File: config.mk
export PLATFORM = sky130hd
export DESIGN_NAME = esc_back
export DESIGN_NICKNAME = d
export VERILOG_FILES = /design/src/rtl/esc_pkg.sv /design/src/rtl/esc_back.sv
export SDC_FILE = /design/constraint.sdc
export NUM_CORES = 2
export LEC_CHECK = 0
export ABC_AREA = 1
export BUFFER_PORTS_ARGS = -buffer_cell sky130_fd_sc_hd__buf_2
export CORE_ASPECT_RATIO = 1.4
export CORE_MARGIN = 2
export CORE_UTILIZATION = 45
export CTS_CLUSTER_DIAMETER = 80
export DETAILED_ROUTE_END_ITERATION = 7
export HOLD_SLACK_MARGIN = 0.06
export PLACE_DENSITY = 0.63
export REMOVE_ABC_BUFFERS = 1
export SKIP_CTS_REPAIR_TIMING = 1
export SYNTH_ARGS = -nofsm -noshare
export SYNTH_HDL_FRONTEND = slang
export SYNTH_SLANG_ARGS = --single-unit
File: constraint.sdc
create_clock -name clk -period 18.8 [get_ports clk]
set_input_delay 0.94 -clock clk [delete_from_list [all_inputs] [get_ports clk]]
set_output_delay 0.94 -clock clk [all_outputs]
set_load 0.01 [all_outputs]
File: src/rtl/esc_pkg.sv
// ----------------------------------------------------------------------------
// esc_pkg
// Shared types, register indexes and arithmetic helpers for the
// environment sensor compensation pipeline.
// ----------------------------------------------------------------------------
package esc_pkg;

	// Configuration register indexes
	typedef enum logic [2:0] {
		CFG_TEMP    = 3'd0,
		CFG_PRESS_A = 3'd1,
		CFG_PRESS_B = 3'd2,
		CFG_PRESS_C = 3'd3,
		CFG_HUM     = 3'd4
	} cfg_reg_t;

	localparam int unsigned CFG_IDX_W  = 3;
	localparam int unsigned CFG_DATA_W = 64;

	// Output limits
	localparam logic signed [31:0] TEMP_LO  = -32'sd4000;
	localparam logic signed [31:0] TEMP_HI  = 32'sd8500;
	localparam logic [31:0]        PRESS_LO = 32'd30000;
	localparam logic [31:0]        PRESS_HI = 32'd110000;
	localparam logic signed [31:0] HUM_CAP  = 32'sd419430400;
	localparam logic [31:0]        HUM_HI   = 32'd102400;

	// Input beat: one raw data burst
	typedef struct packed {
		logic [7:0] press_msb;
		logic [7:0] press_lsb;
		logic [7:0] press_xlsb;
		logic [7:0] temp_msb;
		logic [7:0] temp_lsb;
		logic [7:0] temp_xlsb;
		logic [7:0] hum_msb;
		logic [7:0] hum_lsb;
	} in_beat_t;

	// Output beat: compensated values
	typedef struct packed {
		logic signed [14:0] temperature;
		logic [16:0]        pressure;
		logic [16:0]        humidity;
	} out_beat_t;

	// Calibration words
	typedef struct packed {
		logic [47:0] temp_calib;
		logic [63:0] press_calib_a;
		logic [63:0] press_calib_b;
		logic [15:0] press_calib_c;
		logic [63:0] hum_calib;
	} calib_t;

	// Front end to divider
	typedef struct packed {
		logic signed [14:0] temperature;
		logic [16:0]        humidity;
		logic               shifted;
		logic               zero;
		logic [31:0]        dividend;
		logic [31:0]        divisor;
	} front_t;

	// Divider to back end
	typedef struct packed {
		logic signed [14:0] temperature;
		logic [16:0]        humidity;
		logic               shifted;
		logic               zero;
		logic [31:0]        quotient;
	} quot_t;

	// Signed divide by 2**k, truncating toward zero
	function automatic logic signed [31:0] sdiv_p2(input logic signed [31:0] x,
			input int unsigned k);
		logic signed [31:0] bias;
		bias = x[31] ? ((32'sd1 <<< k) - 32'sd1) : 32'sd0;
		return (x + bias) >>> k;
	endfunction

endpackage

File: src/rtl/esc_back.sv
// ----------------------------------------------------------------------------
// esc_back
// Three-stage pressure correction after the divide; the last stage is the
// output register of the block.
// ----------------------------------------------------------------------------
module esc_back (
	input  logic          clk,
	input  logic          arst_n,
	input  logic          en,
	input  logic          in_valid,
	input  esc_pkg::quot_t    in_data,
	input  esc_pkg::calib_t   calib,
	output logic          out_valid,
	output esc_pkg::out_beat_t out_beat
);
	import esc_pkg::*;

	logic signed [31:0] p7, p8, p9;

	assign p7 = {{16{calib.press_calib_b[47]}}, calib.press_calib_b[47:32]};
	assign p8 = {{16{calib.press_calib_b[63]}}, calib.press_calib_b[63:48]};
	assign p9 = {{16{calib.press_calib_c[15]}}, calib.press_calib_c};

	logic vld_s1, vld_s2, vld_s3;

	always_ff @(posedge clk or negedge arst_n) begin
		if (!arst_n) begin
			vld_s1 <= 1'b0;
			vld_s2 <= 1'b0;
			vld_s3 <= 1'b0;
		end else if (en) begin
			vld_s1 <= in_valid;
			vld_s2 <= vld_s1;
			vld_s3 <= vld_s2;
		end
	end

	// Stage 1: undo the pre-shift, square and P8 products
	logic [31:0] pr0, pr8;
	logic signed [14:0] temp_s1, temp_s2;
	logic [16:0] hum_s1, hum_s2;
	logic zero_s1, zero_s2;
	logic [31:0] pr_s1, pr_s2, sq_s1;
	logic signed [31:0] d0_s1, cm_s2, dd_s2;

	assign pr0 = in_data.shifted ? in_data.quotient : {in_data.quotient[30:0], 1'b0};
	assign pr8 = {3'd0, pr0[31:3]};

	always_ff @(posedge clk) begin
		if (en) begin
			temp_s1 <= in_data.temperature;
			hum_s1  <= in_data.humidity;
			zero_s1 <= in_data.zero;
			pr_s1   <= pr0;
			sq_s1   <= pr8 * pr8;
			d0_s1   <= $signed({2'd0, pr0[31:2]}) * p8;
		end
	end

	// Stage 2: apply P9, scale P8 term
	always_ff @(posedge clk) begin
		if (en) begin
			temp_s2 <= temp_s1;
			hum_s2  <= hum_s1;
			zero_s2 <= zero_s1;
			pr_s2   <= pr_s1;
			cm_s2   <= p9 * $signed({13'd0, sq_s1[31:13]});
			dd_s2   <= sdiv_p2(d0_s1, 13);
		end
	end

	// Stage 3: final sum and clamp
	logic [31:0] pfin, pcl;

	always_comb begin
		pfin = pr_s2 + $unsigned(sdiv_p2(sdiv_p2(cm_s2, 12) + dd_s2 + p7, 4));
		if (zero_s2) begin
			pcl = PRESS_LO;
		end else if (pfin < PRESS_LO) begin
			pcl = PRESS_LO;
		end else if (pfin > PRESS_HI) begin
			pcl = PRESS_HI;
		end else begin
			pcl = pfin;
		end
	end

	out_beat_t beat_s3;

	always_ff @(posedge clk) begin
		if (en) begin
			beat_s3.temperature <= temp_s2;
			beat_s3.humidity    <= hum_s2;
			beat_s3.pressure    <= pcl[16:0];
		end
	end

	assign out_valid = vld_s3;
	assign out_beat  = beat_s3;

endmodule

==> results.cfg <==
[global_route]
track_usage_pct = 23.4
antenna_found_initial = 0
busiest_layer = met2
met3_usage_pct = 2.12
grt_max_degree = 86
met2_usage_pct = 43.1
overflow = 0
grt_pass1_vias = 38700
use_met1_pct = 27.6
grt_pass1_wl_um = 205000

[layout]
final_net_count = 7296
regArea_um2 = 8510
drive_gt1_share_pct = 6.49
nFillCells = 10500
design_area_um2 = 52600
final_common_cell = inv_1
multi_input_area_um2 = 34500
layout_common_cells = inv_1 (1467), nand2_1 (1069), fa_1 (932)
syn2layout_area_growth_pct = 6.68
num_antenna_cells = 0

[synth]
synthArstFlopShare_pct = 1.06
synth_seq_cells = 284
syn-cell-area_um2 = 49300
synth-edff-count = 281
synth_top_family_by_area = adder cells
synthSimpleGateAreaFrac_pct = 15.0
synth_compound_area_share_pct = 3.58
synthMuxAreaShare_pct = 0.0228
synthCells = 5583
synthXorXnorAreaFrac_pct = 3.71
syn_area_per_cell_um2 = 8.83
synth-seq-area-share_pct = 17.3
synth_cell_types = 60
synthAdderAreaFrac_pct = 47.7
synthFlopType = edfxtp_1
yosys_warnings = 0

[timing]
hold_violations = 0
setup_tns_ns = 0
max_slew.worst_pin.slew_ns = 1.05
max_slew_margin_pct = 30.2
setup_viol = 0
drv_slew = 0
fin_skew_ns = 0.0334
period_share_pct = 53.6
rsz0062_at_grt = no
timing.final.crit_period_ns = 10.07
max_freq_mhz = 99.3

[routing]
wire_per_inst_um = 17.9
ant_nets = 0
drtIter0Drc = 2107
drc = 0
dr.pass1.iters = 5
routed_via_density = 5.06
vias = 36000
drt-total-wl_um = 128000

[place]
place_area_um2 = 51600
place.port_buffers = 167
dp_hpwl_um = 102000
gp_congestion = 0.936

[cts]
cts_buffers = 30
clk_pin_slew_ns = 0.06
cts_tree = built
clockBufferDepth = 3
clock_sinks = 284
clockRootBuffer = clkbuf_16
clk_latency_ns = 0.61
h-tree-depth = 1

[worst_setup_path]
critPathSlowestCell = clkinv_1
critPathLaunchType = input port
worstPathRequired_ns = 19.08
cp.arrival_ns = 10.35
endpoint_kind = flop
slowest_delay_ns = 0.90
crit_family = adder cells
cp_max_fo = 44
crit_buf_inv = 9
critPathMostFrequentCell = fa_1
worstSetupPathType = input port to flop

[die]
core_um2 = 109000
die_x_um = 284
start_util_pct = 45.4
io_pins = 376
die_height_um = 396
die_area_um2 = 112000
fp-row-count = 143

[hold_path]
hold_path.class = input port to async pin

[outcome]
run_status = finished, final reports clean

[flow_run]
drv_cap = 0
per-stage QoR:
step | utilization, % | setup slack (ns) | instances | hold slack, ns
after floorplan | - | 10.14 | 5417 | 0.400
after global placement | 47.5 | 8.41 | 7069 | 0.400
after detailed placement | 47.5 | 8.33 | 7069 | 0.405
after CTS | 48.4 | 8.88 | 7123 | 0.0762
after global routing | 48.4 | 8.55 | 7123 | 0.0936
final | 48.4 | 8.73 | 7123 | 0.119
Yosys cell counts, types with 10 or more instances:
cell,instances,area [um^2]
a21oi_1,152,761
a21o_1,11,82.6
nor2_2,12,75.1
nand2_1,1069,4010
clkbuf_1,124,465
xnor2_1,63,552
o21bai_1,16,120
or2_2,18,113
nand2_2,24,150
clkinv_1,11,41.3
nor3_1,18,90.1
fa_1,932,18700
nand3_2,10,100
inv_1,1468,5510
o21ai_1,10,50.1
nand3_1,76,380
edfxtp_1,281,8440
nor4_1,10,62.6
buf_1,29,109
nor2_1,492,1850
ha_1,387,4840
o21ai_0,61,305
xor2_1,142,1240
nand4_1,38,238
inv_2,18,67.6
worst paths after layout:
| kind | startpoint | end | slack (ns) | depth (start not counted) |
|---|---|---|---|---|
| min | arst_n | vld_s1 | 0.12 | 1 |
| max in group asynchronous | arst_n | out_valid | 18.58 | 1 |
| min in group clk | temp_s1[8] | temp_s2[8] | 0.41 | 0 |
| max reg2reg | cm_s2[31] | out_beat[25] | 9.90 | 51 |
| min reg2reg | temp_s1[8] | temp_s2[8] | 0.41 | 0 |
| max | in_data[33] | sq_s1[31] | 8.73 | 27 |
worst register-to-register path, delay by kind of cell, from the launching register on:
kind,cells,cell delay [ns]
flip-flops,1,0.65
adder cells (fa/ha/maj),4,1.51
AND/OR/NAND/NOR,37,4.63
buffers and inverters,4,0.28
AO/OA/AOI/OAI,4,0.99
XOR/XNOR,2,0.57
layout make-up:
cell class | count | share of cell area (%)
multi-input combinational | 3635 | 65.6
sequential | 284 | 16.2
inverter | 1498 | 10.7
tap | 1450 | 3.45
timing repair buffer | 202 | 2.11
clock buffer | 30 | 1.43
clock inverter | 24 | 0.533
state kept, by name, indices dropped and copies added (netlist names), 15 cells and up:
register,cells
out_beat,49
hum_s2,17
cm_s2,32
hum_s1,17
temp_s1,15
pr_s1,32
temp_s2,15
dd_s2,19
sq_s1,19
d0_s1,32
pr_s2,32
layer usage:
metal  vias to the layer above  share of wire, %
li1                      16600                 -
met1                     18100                38
met2                      1113                52
met3                       314               5.2
met4                         0               4.8
met5                         -                 0
cell families after synthesis:
logic type	after synthesis
flip-flops	284
AO/OA/AOI/OAI	306
adder cells (fa/ha/maj)	1319
XOR/XNOR	207
buffers and inverters	1664
multiplexers	1
AND/OR/NAND/NOR	1802
Power is left out: the tool's default activity adds up to more than one toggle a clock period on the data nets, which glitch-free logic cannot reach.
